## config.mk

```make
export PLATFORM = sky130hd
export DESIGN_NAME = bfu_div
export DESIGN_NICKNAME = d
export VERILOG_FILES = /design/src/rtl/core/bfu_pkg.sv /design/src/rtl/core/bfu_div.sv
export SDC_FILE = /design/constraint.sdc
export NUM_CORES = 1
export LEC_CHECK = 0
export BUFFER_PORTS_ARGS = -buffer_cell sky130_fd_sc_hd__buf_4
export CORE_ASPECT_RATIO = 1.1
export CORE_UTILIZATION = 60
export CTS_BUF_LIST = sky130_fd_sc_hd__clkbuf_2
export DETAILED_ROUTE_END_ITERATION = 7
export GPL_ROUTABILITY_DRIVEN = 0
export HOLD_SLACK_MARGIN = 0.12
export PLACE_DENSITY_LB_ADDON = 0.25
export SLEW_MARGIN = 20
export SYNTH_ARGS = -nofsm -noshare
export SYNTH_HDL_FRONTEND = slang
export SYNTH_SLANG_ARGS = --single-unit
```

## constraint.sdc

```tcl
create_clock -name aclk -period 6.7 [get_ports aclk]
set_input_delay 1.34 -clock aclk [delete_from_list [all_inputs] [get_ports aclk]]
set_output_delay 1.34 -clock aclk [all_outputs]
set_load 0.01 [all_outputs]
```

## src/rtl/core/bfu_pkg.sv

```systemverilog
// ----------------------------------------------------------------------------
// bfu_pkg
// Shared types, register indexes, widths and constants of the boid update.
// ----------------------------------------------------------------------------
package bfu_pkg;

    localparam int MAX_BOIDS_DEF = 64;

    // register indexes of the configuration port
    localparam logic [2:0] REG_BOID_COUNT     = 3'd0;
    localparam logic [2:0] REG_AVOID_DISTANCE = 3'd1;
    localparam logic [2:0] REG_CENTER_RANGE   = 3'd2;
    localparam logic [2:0] REG_CENTER_GAIN    = 3'd3;
    localparam logic [2:0] REG_FOLLOW_GAIN    = 3'd4;
    localparam logic [2:0] REG_AVOID_GAIN     = 3'd5;
    localparam logic [2:0] REG_MAX_SPEED      = 3'd6;
    localparam logic [2:0] REG_MIN_SPEED      = 3'd7;

    // function codes (code 3 behaves as a read)
    localparam logic [1:0] FUNC_LOAD   = 2'd0;
    localparam logic [1:0] FUNC_UPDATE = 2'd1;
    localparam logic [1:0] FUNC_READ   = 2'd2;

    // walls in Q3.13: 0.97 and 1.2
    localparam logic signed [15:0] WALL_NEAR = 16'sd7946;
    localparam logic signed [15:0] WALL_FAR  = 16'sd9830;
    localparam int WALL_PUSH = 82;

    // datapath widths
    localparam int V_W   = 26;      // wide velocity accumulator
    localparam int DVD_W = 48;      // divider dividend
    localparam int DVS_W = 26;      // divider divisor
    localparam int Q_W   = 20;      // divider quotient bits
    localparam int RT_W  = 26;      // square root result
    localparam int S2_W  = 2 * RT_W;

    typedef enum logic [4:0] {
        ST_IDLE,
        ST_RD_CAP,
        ST_SELF_CAP,
        ST_SCAN,
        ST_T_MUL1,
        ST_T_MUL2,
        ST_T_DIV,
        ST_T_WAIT,
        ST_SEP_MUL,
        ST_SEP_ADD,
        ST_SPD_MUL,
        ST_SPD_CMP,
        ST_SQRT_WAIT,
        ST_CL_MUL,
        ST_CL_DIV,
        ST_CL_WAIT,
        ST_WALL,
        ST_DONE
    } bfu_state_t;

    typedef struct packed {
        logic busy;
        logic done;
    } unit_stat_t;

    typedef struct packed {
        logic signed [15:0] px;
        logic signed [15:0] py;
        logic signed [15:0] vx;
        logic signed [15:0] vy;
    } boid_t;

endpackage

```

## src/rtl/core/bfu_div.sv

```systemverilog
// ----------------------------------------------------------------------------
// bfu_div
// Restoring unsigned divider, one quotient bit per cycle.
// The quotient must fit in Q_W bits.
// ----------------------------------------------------------------------------
module bfu_div (
    input  logic                      aclk,
    input  logic                      aresetn,
    input  logic                      start,
    input  logic [bfu_pkg::DVD_W-1:0] dividend,
    input  logic [bfu_pkg::DVS_W-1:0] divisor,
    output logic [bfu_pkg::Q_W-1:0]   quotient,
    output bfu_pkg::unit_stat_t       stat
);
    import bfu_pkg::*;

    localparam int CNT_W = $clog2(Q_W + 1);

    logic [DVD_W-1:0] rem_reg;
    logic [DVD_W-1:0] dvs_reg;
    logic [Q_W-1:0]   q_reg;
    logic [CNT_W-1:0] cnt_reg;
    logic             busy_reg;
    logic             done_reg;
    logic             fit;

    assign fit = rem_reg >= dvs_reg;

    always_ff @(posedge aclk) begin
        if (!aresetn) begin
            busy_reg <= 1'b0;
            done_reg <= 1'b0;
            cnt_reg  <= '0;
        end else begin
            done_reg <= 1'b0;
            if (start) begin
                busy_reg <= 1'b1;
                cnt_reg  <= CNT_W'(Q_W);
            end else if (busy_reg) begin
                cnt_reg <= cnt_reg - CNT_W'(1);
                if (cnt_reg == CNT_W'(1)) begin
                    busy_reg <= 1'b0;
                    done_reg <= 1'b1;
                end
            end
        end
    end

    always_ff @(posedge aclk) begin
        if (start) begin
            rem_reg <= dividend;
            dvs_reg <= DVD_W'(divisor) << (Q_W - 1);
            q_reg   <= '0;
        end else if (busy_reg) begin
            if (fit) begin
                rem_reg <= rem_reg - dvs_reg;
            end
            q_reg   <= {q_reg[Q_W-2:0], fit};
            dvs_reg <= dvs_reg >> 1;
        end
    end

    assign quotient  = q_reg;
    assign stat.busy = busy_reg;
    assign stat.done = done_reg;

endmodule

```

==> flow_metrics.env <==
export IMPL_largest_reg_flops=48
export IMPL_vdd_ir_drop_max_v=0.0001570
export IMPL_cts_buffers=17
export IMPL_first_global_vias=6258
export IMPL_die_w_um=109.6
export IMPL_min_period_ns=3.868
export IMPL_final_max_slew_viol_count=0
export IMPL_rr_worst_depth=13
export IMPL_htreeDepth=4
export IMPL_slew_headroom_pct=43.53
export IMPL_area_growth_pct=13.71
export IMPL_grt_max_degree=126
export IMPL_drive_gt1_share_pct=16.97
export IMPL_slowest_stage="nand2_4"
export IMPL_vias_per_cell=5.998
export IMPL_crit_arrival_ns=4.20
export IMPL_antenna_found_initial=1
export IMPL_async_flop_share_pct=0
export IMPL_netlist_instances=838
export IMPL_fill_cells=941
export IMPL_setup_viol_count_final=0
export IMPL_tightest_slew_ns=0.8471
export IMPL_critPathRequiredTime_ns=7.03
export IMPL_ys_seq_area_share_pct=41.10
export IMPL_endpoint_kind="register"
export IMPL_fin_cells=1080
export IMPL_grt_pass1_wl_um=28920
export IMPL_die_h_um=120.4
export IMPL_final_core_util_pct=71.02
export IMPL_rsz0062_at_grt="no"
export IMPL_drc=0
export IMPL_io_buffers=98
export IMPL_start_util_pct=62.46
export IMPL_routed_via_count=6478
export IMPL_muxShareOfSynthArea_pct=5.416
export IMPL_dieArea_sq_um=13200
export IMPL_yosysUniqueCellTypes=69
export IMPL_synthAdderAreaFrac_pct=7.952
export IMPL_yosysWarnings=0
export IMPL_clock_path_buffers=2
export IMPL_rows=42
export IMPL_nets=1037
export IMPL_max_freq_ghz=0.2585
export IMPL_fp_coreArea_sq_um=12240
export IMPL_syn_area_per_cell_sq_um=9.126
export IMPL_finalPower_mw=2.804
export IMPL_clkSlewWorstSetupHoldPaths_ns=0.20
export IMPL_fin_crit_sh_pct=57.73
export IMPL_initialDrtViolationCount=471
export IMPL_synth_compound_area_share_pct=20.99
export IMPL_clk_latency_ns=0.75
export IMPL_critPathMaxStageDelay_ns=0.50
export IMPL_synth_ff_type="edfxtp_1"
export IMPL_overflow=0
export IMPL_yosys_register_bits=120
export IMPL_synth_simple_gate_area_share_pct=14.25
export IMPL_setup_tns_ns=0
export IMPL_critical_path_class="register to register"
export IMPL_yosys_area_share_xor_xnor_pct=4.810
export IMPL_dp_hpwl_um=12490
export IMPL_post_cts_buffers=0
export IMPL_cts_sinks=120
export IMPL_start_kind="register"
export IMPL_cts_hold_buf=0
export IMPL_dp_cells=1047
export IMPL_powerDensity_nw_per_um2=322.5
export IMPL_ctsResizeCount=0
export IMPL_routed_wl_um=17670
export IMPL_cts_tree="done"
export IMPL_crit_fanout=48
export IMPL_min_path_type="register to register"
export IMPL_drt_pass1_iterations=5
export IMPL_io_pin_count=99
export IMPL_status="finished clean"
export IMPL_p_leak_nw=3.613
export IMPL_synth_edf_count=74
export IMPL_holdPathStages=2
export IMPL_synth_top_family_by_area="compound AO/OA/AOI/OAI gates"
export IMPL_skew_ns=0.03917
export IMPL_synthesis_area_sq_um=7647
export IMPL_wire_per_inst_um=16.36
export IMPL_cp_cell_sequence="inv_1 -> ha_1 -> inv_1 -> fa_1 -> a21o_1 -> a221o_1 -> a21oi_2 -> o2bb2ai_1 -> o21a_1 -> a21oi_2 -> a21boi_1 -> o31ai_1 -> nand2_4"
export IMPL_synth_net_count=963
export IMPL_maxCapViolCount=0
export IMPL_finalHoldViolations=0
export IMPL_cts_root_buffer="clkbuf_2"
export IMPL_grt_usage_pct=28.14
export IMPL_ant_nets=0
==> worst paths after layout <==
kind | slack [ns] | to | from
worst max-delay path | 2.83 | rem_reg[14] | rem_reg[0]
worst min-delay path | 0.52 | cnt_reg[1] | cnt_reg[1]
worst max register to register | 2.83 | rem_reg[14] | rem_reg[0]
worst min register to register | 0.52 | cnt_reg[1] | cnt_reg[1]
==> placed cells by master, fill, tap and decap left out, types with 7 or more instances in the layout <==
cell type  synthesis  final
o31ai_1           20     20
a22o_1             8      8
a21o_1            21     21
ha_1              47     47
nor3_1             7      7
clkbuf_2           0     18
nand4_1            8      8
and3_1             9      9
xnor2_1           26     26
o21ai_1           22     22
buf_4              2     99
dfxtp_1           46     45
o21bai_1          14     14
inv_1             62     62
mux2i_1           38     38
a21oi_2            9      9
nand2_1          104    102
a21oi_1           46     46
a211oi_1           7      7
xor2_1            16     16
nand3_1           18     18
o21ai_0           44     44
edfxtp_1          74     74
inv_6              0      7
nor2_1            61     61
==> routing by layer <==
metal	vias to the layer above	part of all wire, %	track usage (%)
li1	3176	-	-
met1	3034	44	35.83
met2	227	48	45.20
met3	41	6.1	6.792
met4	0	2.2	12.17
met5	-	0	0
==> where the power goes <==
group,internal (mW),leakage (nW),switching [mW],total [mW]
logic,0.522,2.31,0.770,1.29
registers,0.932,1.13,0.0435,0.976
clock network,0.220,0.166,0.317,0.537
==> critical path: cells and delay by family, from the launching register on <==
family          cells  cell delay (ns)
compound gates      8             1.87
fa+ha+maj           2             0.56
flops               1             0.40
buf+inv             2             0.11
simple gates        1             0.50
==> cells in the mapped netlist (3+ instances only) <==
master / n / area [sq um]
nor2b_1: 3 / 18.77
and3_1: 9 / 56.30
o22ai_1: 3 / 18.77
clkbuf_1: 36 / 135.1
edfxtp_1: 74 / 2222
nor4_1: 3 / 18.77
nand2b_1: 4 / 25.02
o21bai_1: 14 / 105.1
nor2_1: 61 / 229.0
xor2_1: 16 / 140.1
nand4_1: 8 / 50.05
nor3_1: 7 / 35.03
inv_1: 62 / 232.7
o21ai_0: 44 / 220.2
nor3b_1: 4 / 30.03
mux2i_1: 38 / 380.4
and4_1: 6 / 52.55
nand3_1: 18 / 90.09
ha_1: 47 / 588.1
a211oi_1: 7 / 52.55
o21ai_1: 22 / 110.1
o31ai_1: 20 / 150.1
nand2_1: 104 / 390.4
a21oi_2: 9 / 78.83
a31oi_1: 6 / 37.54
xnor2_1: 26 / 227.7
a22o_1: 8 / 70.07
a21oi_1: 46 / 230.2
buf_2: 5 / 25.02
dfxtp_1: 46 / 920.9
o21a_1: 5 / 37.54
and2_1: 6 / 37.54
a21o_1: 21 / 157.7
==> metrics by stage <==
step	hold WS, ns	setup WS [ns]	instance area (sq um)
floorplan	0.4647	2.793	7647
global route	0.5560	2.616	8696
finish	0.5152	2.832	8696
global placement	0.4801	2.764	8412
CTS	0.5143	2.525	8685
detailed placement	0.4907	2.599	8414
==> layout make-up <==
class,count,area (sq um),share of cell area [%]
well taps,154,192.7,2.216
diodes,1,2.502,0.02878
multi-input cells,610,4095,47.09
clock buffers,18,90.09,1.036
repair buffers,100,754.5,8.676
flip-flops and latches,120,3144,36.16
inverters,63,236.5,2.719
clock inverters,14,180.2,2.072
==> cells by family after synthesis <==
group                    count (synthesis)
AND/OR/NAND/NOR                        240
AO/OA/AOI/OAI                          239
flip-flops                             120
buffers and inverters                  108
adder cells (fa/ha/maj)                 48
XOR/XNOR                                42
multiplexers                            41
(Power assumes the default switching activity.)
