File: src/rtl/core/bfu_pkg.sv
// ----------------------------------------------------------------------------
// bfu_pkg
// Shared types, register indexes, widths and constants of the boid update.
// ----------------------------------------------------------------------------
package bfu_pkg;

    localparam int MAX_BOIDS_DEF = 64;

    // register indexes of the configuration port
    localparam logic [2:0] REG_BOID_COUNT     = 3'd0;
    localparam logic [2:0] REG_AVOID_DISTANCE = 3'd1;
    localparam logic [2:0] REG_CENTER_RANGE   = 3'd2;
    localparam logic [2:0] REG_CENTER_GAIN    = 3'd3;
    localparam logic [2:0] REG_FOLLOW_GAIN    = 3'd4;
    localparam logic [2:0] REG_AVOID_GAIN     = 3'd5;
    localparam logic [2:0] REG_MAX_SPEED      = 3'd6;
    localparam logic [2:0] REG_MIN_SPEED      = 3'd7;

    // function codes (code 3 behaves as a read)
    localparam logic [1:0] FUNC_LOAD   = 2'd0;
    localparam logic [1:0] FUNC_UPDATE = 2'd1;
    localparam logic [1:0] FUNC_READ   = 2'd2;

    // walls in Q3.13: 0.97 and 1.2
    localparam logic signed [15:0] WALL_NEAR = 16'sd7946;
    localparam logic signed [15:0] WALL_FAR  = 16'sd9830;
    localparam int WALL_PUSH = 82;

    // datapath widths
    localparam int V_W   = 26;      // wide velocity accumulator
    localparam int DVD_W = 48;      // divider dividend
    localparam int DVS_W = 26;      // divider divisor
    localparam int Q_W   = 20;      // divider quotient bits
    localparam int RT_W  = 26;      // square root result
    localparam int S2_W  = 2 * RT_W;

    typedef enum logic [4:0] {
        ST_IDLE,
        ST_RD_CAP,
        ST_SELF_CAP,
        ST_SCAN,
        ST_T_MUL1,
        ST_T_MUL2,
        ST_T_DIV,
        ST_T_WAIT,
        ST_SEP_MUL,
        ST_SEP_ADD,
        ST_SPD_MUL,
        ST_SPD_CMP,
        ST_SQRT_WAIT,
        ST_CL_MUL,
        ST_CL_DIV,
        ST_CL_WAIT,
        ST_WALL,
        ST_DONE
    } bfu_state_t;

    typedef struct packed {
        logic busy;
        logic done;
    } unit_stat_t;

    typedef struct packed {
        logic signed [15:0] px;
        logic signed [15:0] py;
        logic signed [15:0] vx;
        logic signed [15:0] vy;
    } boid_t;

endpackage

File: src/rtl/core/bfu_sqrt.sv
// ----------------------------------------------------------------------------
// bfu_sqrt
// Integer square root (floor), digit by digit, one result bit per cycle.
// ----------------------------------------------------------------------------
module bfu_sqrt (
    input  logic                     aclk,
    input  logic                     aresetn,
    input  logic                     start,
    input  logic [bfu_pkg::S2_W-1:0] radicand,
    output logic [bfu_pkg::RT_W-1:0] root,
    output bfu_pkg::unit_stat_t      stat
);
    import bfu_pkg::*;

    localparam int CNT_W = $clog2(RT_W + 1);

    logic [S2_W-1:0]  v_reg;
    logic [RT_W+1:0]  rem_reg;
    logic [RT_W-1:0]  root_reg;
    logic [CNT_W-1:0] cnt_reg;
    logic             busy_reg;
    logic             done_reg;
    logic [RT_W+1:0]  rem_sh;
    logic [RT_W+1:0]  trial;
    logic             fit;

    assign rem_sh = {rem_reg[RT_W-1:0], v_reg[S2_W-1 -: 2]};
    assign trial  = {root_reg, 2'b01};
    assign fit    = rem_sh >= trial;

    always_ff @(posedge aclk) begin
        if (!aresetn) begin
            busy_reg <= 1'b0;
            done_reg <= 1'b0;
            cnt_reg  <= '0;
        end else begin
            done_reg <= 1'b0;
            if (start) begin
                busy_reg <= 1'b1;
                cnt_reg  <= CNT_W'(RT_W);
            end else if (busy_reg) begin
                cnt_reg <= cnt_reg - CNT_W'(1);
                if (cnt_reg == CNT_W'(1)) begin
                    busy_reg <= 1'b0;
                    done_reg <= 1'b1;
                end
            end
        end
    end

    always_ff @(posedge aclk) begin
        if (start) begin
            v_reg    <= radicand;
            rem_reg  <= '0;
            root_reg <= '0;
        end else if (busy_reg) begin
            v_reg    <= v_reg << 2;
            rem_reg  <= fit ? rem_sh - trial : rem_sh;
            root_reg <= {root_reg[RT_W-2:0], fit};
        end
    end

    assign root      = root_reg;
    assign stat.busy = busy_reg;
    assign stat.done = done_reg;

endmodule

File: config.mk
export PLATFORM = sky130hd
export DESIGN_NAME = bfu_sqrt
export DESIGN_NICKNAME = d
export VERILOG_FILES = /design/src/rtl/core/bfu_pkg.sv /design/src/rtl/core/bfu_sqrt.sv
export SDC_FILE = /design/constraint.sdc
export NUM_CORES = 1
export LEC_CHECK = 0
export BUFFER_PORTS_ARGS = -buffer_cell sky130_fd_sc_hd__buf_2
export CORE_UTILIZATION = 36
export DETAILED_ROUTE_END_ITERATION = 10
export HOLD_SLACK_MARGIN = 0.15
export PLACE_DENSITY = 0.53
export SYNTH_ARGS = -nofsm -noshare
export SYNTH_HDL_FRONTEND = slang
export SYNTH_SLANG_ARGS = --single-unit
File: constraint.sdc
create_clock -name aclk -period 4.7 [get_ports aclk]
set_input_delay 0.94 -clock aclk [delete_from_list [all_inputs] [get_ports aclk]]
set_output_delay 0.94 -clock aclk [all_outputs]
set_load 0.05 [all_outputs]
==> results of run 1 <==
==> how the worst max path moves through the flow <==
stage                  start     endpoint  slack [ns]  depth (start not counted)
floorplan           root[17]  rem_reg[15]        1.73                         11
global placement       start     v_reg[0]        1.48                          3
detailed placement     start    v_reg[10]        1.34                          3
CTS                 root[17]  rem_reg[21]        1.49                          9
global route        root[17]  rem_reg[18]        1.19                          9
finish              root[17]  rem_reg[21]        1.46                          9
==> per-layer routing <==
metal / track usage / up-vias
met4: 0.0792 / 0
met1: 0.221 / 2311
met2: 0.274 / 126
met3: 0.0303 / 20
met5: 0 / -
li1: - / 2361
==> cell families (layout without fill, tap and decap cells) <==
group                      Yosys count  in the layout  synth area share
buffers and inverters               75            141            0.0520
AOI/OAI and AO/OA                  139            139             0.157
and+or+nand+nor                    157            157             0.119
DFF                                111            111             0.444
adders and majority gates           30             30            0.0607
muxes                               76             76             0.133
xor gates and xnor gates            24             24            0.0340
==> where the power goes <==
part	internal [mW]	leakage, nW	switching, mW
Combinational	0.737	1.68	1.20
Sequential	1.14	1.00	0.0832
Clock	0.382	0.148	0.403
Total	2.26	2.83	1.69
==> layout make-up <==
cell class	count	area, um2
fillers	1680	9680
multi-input cells	426	3120
flip-flops and latches	111	2740
repair buffers	86	443
well taps	220	275
clock buffers	9	225
inverters	39	146
clock inverters	7	73.8
==> cell usage in the layout, fill, tap and decap left out, types with 3 or more instances in the layout <==
cell type / Yosys / final
buf_2: 8 / 81
nor2_1: 59 / 59
dfxtp_1: 59 / 58
edfxtp_1: 52 / 52
mux2_2: 51 / 51
inv_1: 39 / 38
nand2_1: 35 / 35
ha_1: 30 / 30
a21oi_1: 27 / 27
mux2i_1: 25 / 25
o21ai_0: 22 / 22
xor2_1: 15 / 15
a21o_1: 13 / 13
o211ai_1: 13 / 13
nand3_1: 11 / 11
nand4_1: 10 / 10
and2_1: 10 / 10
xnor2_1: 9 / 9
clkbuf_16: 0 / 9
nor3_1: 8 / 8
a31oi_1: 7 / 7
a311oi_1: 6 / 6
o31ai_1: 6 / 6
nand2b_1: 5 / 5
a41oi_1: 5 / 5
buf_4: 2 / 5
o21a_1: 4 / 4
and3_1: 4 / 4
a211oi_1: 4 / 4
nor2b_1: 3 / 3
or3_1: 3 / 3
o22ai_1: 3 / 3
o21bai_1: 3 / 3
a32oi_1: 3 / 3
inv_6: 0 / 3
==> critical path, stage by stage (launching register included) <==
cell and delay [ns]:
dfxtp_1 0.38, inv_1 0.06, ha_1 0.35, and3_1 0.32
nand2_1 0.12, or3_1 0.38, o21a_1 0.22, a21oi_2 0.66
nor2_2 0.27, a311o_1 0.37
==> reports/summary.md, run 1 <==
The tools report the worst hold endpoint as rem_reg[25]. Each instance of the synthesized netlist takes up on average 10.1 um2. Fraction of final layout cells sized beyond drive strength 1: 0.240. The cell count after placement is 882, and the width of the die is 133 um. The final setup violation count is 0. The core region is 16700 um2. The tools report the number of levels in the clock H-tree as 3. The worst register-to-register path begins at root[17]. Number of nets in the finished design: 758.

STA classifies the critical path startpoint as a flip-flop. The total met3 wirelength after detailed routing is 715 um. The worst-case headroom to the max-slew limit was 0.292.

Uppermost metal layer occupied by signal nets: met4. The run gives 55 as the maximum number of pins on one net before global-route repair. 83 I/O pins were placed. Across the VDD grid, the largest voltage drop is 240 uV. The total global-route track usage was 0.170; the initial antenna violation count was 0.

The setup check on the worst reg-to-reg path leaves a slack of 1.46 ns. The transition time of the tightest slew-check pin works out to 1.06 ns. For the net count after synthesis, the log shows 697. Post-route fraction of the period consumed by the critical path: 0.689.

The run gives 612 as the cell count after synthesis. The effective utilization at floorplan is 0.370, and the leftover overflow at the end of global routing is 0. The number of flip-flops and latches in the synthesized netlist works out to 111.

Worst slack at placement: 1.34 ns. The logs give 4 for the detailed-router iteration count before antenna repair and 9 for the total CTS buffers. The tools report the arrival time of data at the critical path endpoint as 3.49 ns. The number of flops mapped to enable cells by yosys came out at 52. The largest clock skew in the final design came out at 0.0109 ns. Using the TritonRoute via totals, the vias-per-cell ratio works out to 5.37. The flow ran to the end, and the final reports show no timing, DRC or antenna violations. The cell count of the worst hold path works out to 2. TritonCTS built the clock tree. The power density over the cells works out to 562 nW/um2. The number of buffers added for setup after CTS was 0. Buffers placed on the I/O ports in this run total 82. For the last weighted congestion value of the routability-driven placer, the log shows 0.895.

Die area: 17700 um2. The number of pins exceeding their max-slew limit in the final report came out at 0. Reg-to-reg endpoint: rem_reg[21]. For the number of clock sinks, the log shows 111. After layout, the minimum clock period comes to 3.24 ns. Data on the critical path is required at its endpoint by 4.95 ns. The tools report the highest attainable clock frequency as 309 MHz.

Setup repair after global routing left no endpoint under its margin. The tools report the first-pass GRT wire length as 23.8 mm. STA classifies the critical path endpoint as a flip-flop. Final antenna diode count: 0.

The logs give 0.444 for the proportion of synthesized chip area in sequential cells and 0 for the antenna violation net count after detailed routing. The proportion of netlist area held by the largest area contributor was 0.253. After synthesis, the most frequently instantiated cells are dfxtp_1 (59), nor2_1 (59), edfxtp_1 (52), mux2_2 (51), inv_1 (39). The area growth from synthesis to layout is 13.6%. The source-to-sink clock delay at the later pin of the worst-skew pair was 0.36 ns. Summed over all nets, the half-perimeter wirelength after detailed placement is 10.4 mm. Post-layout instance count excluding filler cells: 898. The worst setup path is of the reg -> reg kind.

The worst-path maximum fanout was 15; the post-route core utilization was 0.421. After synthesis, the cell types taking the most area are edfxtp_1 (25%), dfxtp_1 (19%), mux2_2 (9.3%). The total DRC errors in the routed layout came out at 0. Leading register cell type out of synthesis: dfxtp_1. For the static leakage, the log shows 2.83 nW. The final-report hold violation count is 0.

The min-delay analysis places its worst path in the category reg -> reg. The clock root buffer master is clkbuf_16. The synthesized design spends more area on one cell type than any other, namely edfxtp_1. The detail-routed net length per standard cell is 16.4 um, and the number of warnings issued by yosys is 0. Final wirelength: 14.7 mm. Clock-pin slew was measured on the worst setup and hold paths at 0.08 ns.

The final route contains 4818 vias. After detailed placement, the total cell area comes to 6730 um2. The initialized floorplan defines 47 standard-cell rows. Summing all non-filler instances in the final layout gives an area of 7020 um2. Number of buffers inserted by hold repair at cts: 0. The die is 133 um tall. The proportion of register bits with asynchronous set or reset after synthesis is 0. The routed design uses 6.89 mm of met2 wire. The logs give 0.499 ns for the worst hold slack and 4757 for the number of global-route vias before repair. The register with the most flip-flops in the layout has 52 of them. After detailed routing, the wire length on met1 is 6.74 mm. After layout, the design draws a total of 3.95 mW. The post-synth design cell area is 6180 um2.

The count of cells resized by post-cts repair was 0; the number of DRC violations after detailed-routing iteration 0 was 260. Total of max-cap violations: 0. The logic depth of the worst register-to-register path was 9. No sink is reached through more buffers than the 2 on the longest clock path.

For the final routed database, the setup TNS stands at 0 ns. Across all setup checks in the final design, the least slack found is 1.46 ns. In this run the most critical hold path is launched from rem_reg[25]. After synthesis, the netlist uses 62 different library cells.
Note: power is estimated with default switching activity, not from simulation.
==> inputs of run 2 (changes only) <==
==> constraint.sdc (replaced) <==
create_clock -name aclk -period 3.2 [get_ports aclk]
set_input_delay 0.64 -clock aclk [delete_from_list [all_inputs] [get_ports aclk]]
set_output_delay 0.64 -clock aclk [all_outputs]
set_load 0.05 [all_outputs]
==> run 2 against run 1 <==
Against the previous run: register-to-register slack lost 1.2 ns; sequential power grew 46%; non-clock buffer count grew 11; first-iteration DRC count grew 6.9%; power grew 50%; die area is the same; hold slack gained 0.0045 ns; combinational power grew 55%; utilization grew 0.61 points; global-route usage grew 0.67 points; sequential cell count is the same; wire length grew 1.7%; critical endpoint is now rem_reg[10]; largest power group unchanged; highest routed layer unchanged.
==> reports/summary.md, run 2 (same netlist as run 1, synthesis figures left out) <==
STA classifies the critical path startpoint as a flip-flop. The tools report the total global-route track usage as 0.177 (+0.00667). The fraction of final layout cells sized beyond drive strength 1 was 0.253 (+0.0121). The initial antenna violation count was 0 (unchanged); the transition time of the tightest slew-check pin was 1.18 ns (+0.121 ns). The tools report the number of top-level pins as 83 (unchanged).

The flip-flop count of the largest register, all copies and words added is 52 (unchanged), and the effective utilization at floorplan is 0.370 (unchanged). The number of global-route vias before repair was 4915 (+3.3%); the setup slack on the worst flop-to-flop path was 0.29 ns (-1.18 ns). On the critical path, the stage with the largest delay is an instance of a221o_1. Area of combinational cells with multiple inputs: 3120 um2 (unchanged). The smallest setup slack after layout was 0.287 ns (-1.18 ns); the count of cells resized by post-cts repair was 0 (unchanged).

The run gives 5.94 mW (+50%) as the total power. Final setup violation count: 0 (unchanged). The last weighted congestion value of the routability-driven placer is 0.861 (-3.9%). The run gives 15.0 mm (+1.7%) as the final wirelength. The logs give 57 (+3.6%) for the maximum number of pins on one net before global-route repair and 0 (unchanged) for the antenna violation net count after detailed routing. The post-detailed-route via-to-cell ratio is 5.32 (-0.76%). Number of DRC violations after detailed-routing iteration 0: 278 (+6.9%). The critical path goes through inv_1 -> ha_1 -> and3_1 -> a221o_1 -> a31o_2 -> a211oi_4 -> a21oi_2 -> buf_4 -> o41ai_1 -> a211oi_1.

The standard-cell row count was 47 (unchanged). For the setup TNS after final layout, the log shows 0 ns (unchanged). Leaving out fill and tap cells, the most frequent cell in the layout is buf_2. The highest attainable clock frequency is 343 MHz (+11%). Clock transition at the registers of the reported paths: 0.08 ns (about the same). The cell count after placement is 893 (+1.2%), and the post-layout instance count excluding filler cells is 909 (+1.2%). The run gives 17700 um2 (unchanged) as the die area. The number of pins exceeding their max-slew limit in the final report is 0 (unchanged), and the number of clock sinks is 111 (unchanged). The required arrival time at the worst endpoint is 3.42 ns (-1.53 ns), and the post-route fraction of the period consumed by the critical path is 0.910 (+0.221). The final-report hold violation count was 0 (unchanged). The total DRC errors in the routed layout is 0 (unchanged), and the total CTS buffers is 9 (unchanged). The logs give 1657 (-1.4%) for the number of fill cells in the layout and 432 uV (+80%) for the worst ir drop on vdd. For the static leakage, the log shows 2.89 nW (+2.1%). The number of nets in the finished design came out at 769 (+1.5%). The path class of the lowest-slack min-delay path is reg -> reg. The detail-routed net length per standard cell works out to 16.5 um (+0.46%). The number of buffers inserted by port buffering is 82 (unchanged). The stage delay of the slowest cell on the critical path came out at 0.39 ns (-0.27 ns).

The setup path with the least slack is of type reg -> reg. The tools report the area occupied by registers as 2740 um2 (unchanged). Setup repair after global routing left no endpoint under its margin.

The worst-case clock buffer depth came out at 2 (unchanged). The tools report the clock root buffer master as clkbuf_16. The number of buffers inserted by hold repair at cts was 0 (unchanged); the core region area was 16700 um2 (unchanged).

The tools report the arrival time of data at the critical path endpoint as 3.13 ns (-0.36 ns). The first-pass GRT wire length is 24.7 mm (+3.4%), and the die height is 133 um (unchanged). The number of buffers added for setup after CTS was 0 (unchanged). Post-layout minimum cycle time: 2.91 ns (-0.324 ns). The width of the die works out to 133 um (unchanged).

The largest clock skew in the final design was 0.00804 ns (-0.00286 ns); the source-to-sink clock delay at the later pin of the worst-skew pair was 0.36 ns (about the same). The tools report the worst-case headroom to the max-slew limit as 0.209 (-0.0828). The worst-path maximum fanout works out to 11 (-4). The total of max-cap violations came out at 0 (unchanged). Routed via count: 4840 (+0.46%).

The tools report the kind of end point of the critical path as a flip-flop. For the leftover overflow at the end of global routing, the log shows 0 (unchanged). The run finished with clean final reports.

The worst hold slack was 0.504 ns (+0.00447 ns). The top cell types in the final layout, fill and taps aside, are buf_2 (81), nor2_1 (59), dfxtp_1 (58). The combined buffer and inverter count along the critical path was 2 (+1). Number of levels in the clock H-tree: 3 (unchanged). Detailed-router iteration count before antenna repair: 5 (+1).

The final HPWL from detailed placement came out at 10.5 mm (+0.84%). Kind of cell adding the most delay to the critical path: compound AO/OA/AOI/OAI gates. TritonCTS built the clock tree. The worst slack at placement was 0.316 ns (-1.02 ns); the area growth from synthesis to layout was 15.3%. The power density over the cells is 833 nW/um2 (+48%). For the final antenna diode count, the log shows 0 (unchanged).
run 2: cell count changes in the layout (fill, tap and decap cells not counted), sizes merged:
cell / change
clkinv: +3
buf: +11
inv: -3
run 2: through the flow:
stage / utilization / cell area (um2)
floorplan: - / 6180
global placement: 0.408 / 6820
detailed placement: 0.408 / 6820
CTS: 0.427 / 7130
global route: 0.427 / 7130
finish: 0.427 / 7130
run 2: metal layers:
metal / global-route usage / wire [um] / vias up
met5: 0 / 0 / -
met4: 0.0645 / 294 / 0
met3: 0.0498 / 877 / 27
met2: 0.297 / 7120 / 136
met1: 0.214 / 6680 / 2294
li1: - / - / 2383
run 2: area by class of cell:
| type | instances | share of cell area |
|---|---|---|
| Multi-Input combinational cell | 426 | 0.437 |
| Clock inverter | 7 | 0.0114 |
| Timing Repair Buffer | 97 | 0.0755 |
| Clock buffer | 9 | 0.0316 |
| Inverter | 39 | 0.0205 |
| Sequential cell | 111 | 0.385 |
| Tap cell | 220 | 0.0386 |
run 2: worst min-delay path, cell delays in order (launching register included):
cell and delay (ns):
dfxtp_1 0.34, nand2_1 0.06, nand3_1 0.06
run 2: report_power, final:
part	switching (mW)	internal [mW]	total [mW]
logic	1.80	1.21	3.00
clock network	0.593	0.559	1.15
registers	0.114	1.67	1.78
run 2: path summary, 6_finish.rpt:
path / depth (start not counted) / endpoint / from
max: 10 / rem_reg[10] / root[17]
min: 2 / rem_reg[19] / rem_reg[19]
max reg2reg: 10 / rem_reg[10] / root[17]
min reg2reg: 2 / rem_reg[19] / rem_reg[19]
==> inputs of run 3 (changes only) <==
--- a/config.mk
+++ b/config.mk
@@ -10,6 +10,7 @@
 export DETAILED_ROUTE_END_ITERATION = 10
 export HOLD_SLACK_MARGIN = 0.15
 export PLACE_DENSITY = 0.53
+export SETUP_SLACK_MARGIN = 0.4
 export SYNTH_ARGS = -nofsm -noshare
 export SYNTH_HDL_FRONTEND = slang
 export SYNTH_SLANG_ARGS = --single-unit
==> run 3 against run 2 <==
Against the previous run: clock power hardly changed; highest routed layer unchanged; via count is 2.2% higher; die area stayed put; first-iteration DRC count is 12% higher; global-route usage is 0.54 points higher; combinational power is 13% higher; register-to-register slack better by 0.24 ns; utilization is 1.4 points higher; critical endpoint is now rem_reg[21]; critical path depth is 1 higher.
==> reports/summary.md, run 3 (same netlist as run 1, synthesis figures left out) <==
The run finished with clean final reports. The transition time of the tightest slew-check pin was 0.627 ns (-0.556 ns). Number of levels in the clock H-tree: 3 (unchanged). The run gives 0 (unchanged) as the total DRC errors in the routed layout. The routed via count was 4945 (+2.2%). The antenna violation net count after detailed routing is 0 (unchanged), and the final antenna diode count is 0 (unchanged). Setup repair after global routing could not meet its margin everywhere.

STA classifies the critical path endpoint as a flip-flop. The power density over the cells came out at 862 nW/um2 (+3.5%). Leaving out fill and tap cells, the most frequent cell in the layout is buf_2. The final wirelength was 15.3 mm (+1.9%).

The total power is 6.35 mW (+6.9%). The critical path is of the reg -> reg type. The die height came out at 133 um (unchanged). Clock transition at the registers of the reported paths: 0.08 ns (about the same). The number of DRC violations after detailed-routing iteration 0 is 312 (+12%), and the post-route fraction of the period consumed by the critical path is 0.836 (-0.0745).

The kind of start point of the critical path is a flip-flop. The tools report the worst ir drop on vdd as 372 uV (-14%). The tools report the required arrival time at the worst endpoint as 3.45 ns (+0.03 ns).

The final setup violation count was 0 (unchanged). The last weighted congestion value of the routability-driven placer was 0.900 (+4.6%); the number of clock sinks was 111 (unchanged). The core region area was 16700 um2 (unchanged); the final-report hold violation count was 0 (unchanged). The standard-cell row count is 47 (unchanged), and the placed standard-cell area is 6870 um2 (+0.72%).

The tools report the first-pass GRT wire length as 25.4 mm (+2.9%). For the total global-route track usage, the log shows 0.182 (+0.00539). The setup TNS after final layout is 0 ns (unchanged). TritonCTS built the clock tree. The tools report the clock root buffer master as clkbuf_16. The logs give 2 (unchanged) for the worst-case clock buffer depth and 0.370 (unchanged) for the effective utilization at floorplan.

The number of top-level pins came out at 83 (unchanged). Number of global-route vias before repair: 4966 (+1.0%). The logs give 0 (unchanged) for the total of max-cap violations and 0 (unchanged) for the leftover overflow at the end of global routing.

The number of nets in the finished design is 784 (+2.0%). The run gives 0 (unchanged) as the initial antenna violation count. For the arrival time of data at the critical path endpoint, the log shows 2.92 ns (-0.21 ns). The worst-path maximum fanout came out at 7 (-4).

The signal on the critical path passes through inv_1 -> ha_4 -> and3_4 -> a221o_1 -> a31o_2 -> a211oi_4 -> buf_4 -> a21o_4 -> buf_12 -> a221oi_1 -> a311o_1. The run gives 374 MHz (+8.9%) as the highest attainable clock frequency. The flip-flop count of the largest register, all copies and words added is 52 (unchanged). The width of the die works out to 133 um (unchanged).

The number of buffers inserted by hold repair at cts came out at 0 (unchanged). The stage delay of the slowest cell on the critical path works out to 0.38 ns (about the same). Source-to-sink clock delay at the later pin of the worst-skew pair: 0.36 ns (about the same). The run gives 0.571 (+0.363) as the worst-case headroom to the max-slew limit. The detail-routed net length per standard cell works out to 16.5 um (+0.28%). In this run the worst hold path is classified as reg -> reg. The largest clock skew in the final design is 0.00578 ns (-0.00225 ns), and the number of pins exceeding their max-slew limit in the final report is 0 (unchanged). The run gives 9 (unchanged) as the total CTS buffers.

For the static leakage, the log shows 2.97 nW (+2.9%). The worst-path cell with the longest stage delay is a221o_1. The run gives 17700 um2 (unchanged) as the die area. Compared with the post-synthesis result, the final layout area differs by 19.1%. The run gives 5 (unchanged) as the detailed-router iteration count before antenna repair.

The post-layout minimum cycle time came out at 2.67 ns (-0.238 ns). The library cells used most frequently in the layout, excluding fill and tap cells, are buf_2 (81), nor2_1 (59), dfxtp_1 (55). The number of buffers inserted by port buffering is 82 (unchanged). The final HPWL from detailed placement came out at 10.6 mm (+0.48%). The post-detailed-route via-to-cell ratio was 5.35 (+0.51%). The total non-filler cell area in the finished layout is 7360 um2 (+3.3%), and the fraction of final layout cells sized beyond drive strength 1 is 0.290 (+0.0372). Maximum number of pins on one net before global-route repair: 75 (+32%).
-- run 3: cell count changes in the layout (fill, tap and decap cells not counted), sizes merged --
cell / change
buf: +14
clkinvlp: +1
a21oi: +1
inv: +1
clkinv: -2
-- run 3: routing by layer --
metal	share of wire	routed length [um]	GRT usage
met1	0.44	6690	0.224
met2	0.48	7380	0.304
met5	0	0	0
met3	0.055	832	0.0467
met4	0.024	360	0.0722
-- run 3: per-stage QoR --
stage	utilization	worst slack (ns)	hold slack [ns]	instances
global route	0.441	0.389	0.538	924
finish	0.441	0.526	0.503	924
global placement	0.411	0.104	0.472	899
floorplan	-	0.403	0.447	612
detailed placement	0.411	0.0511	0.487	899
CTS	0.436	0.395	0.498	924
-- run 3: final cells by class --
class                   count  area, um2
well taps                 220        275
clock inverters             7       82.6
multi-input cells         427       3230
flip-flops and latches    111       2750
fillers                  1678       9340
clock buffers               9        225
repair buffers            111        656
inverters                  39        146
-- run 3: final timing paths --
kind	depth (start not counted)	from	endpoint	slack, ns
setup / recovery	11	root[17]	rem_reg[21]	0.53
hold / removal	2	rem_reg[19]	rem_reg[19]	0.50
setup reg to reg	11	root[17]	rem_reg[21]	0.53
hold reg to reg	2	rem_reg[19]	rem_reg[19]	0.50
-- run 3: repair_timing --
action	in CTS	in global routing
gates resized for setup	7	13
hold endpoints to repair	0	0
buffers inserted	8	0
setup endpoints to repair	27	27
cloned	1	0
pin swaps	3	1
-- run 3: power breakdown --
group	switching [mW]	internal (mW)	total [mW]
combinational	1.93	1.47	3.40
sequential	0.114	1.67	1.78
clock	0.599	0.562	1.16
total	2.64	3.71	6.35
-- run 3: worst max-delay path, delay by kind of cell (launching register included) --
| family | cells | cell delay, ns |
|---|---|---|
| compound gates | 6 | 1.37 |
| buf+inv | 3 | 0.38 |
| flops | 1 | 0.36 |
| fa+ha+maj | 1 | 0.26 |
| simple gates | 1 | 0.21 |
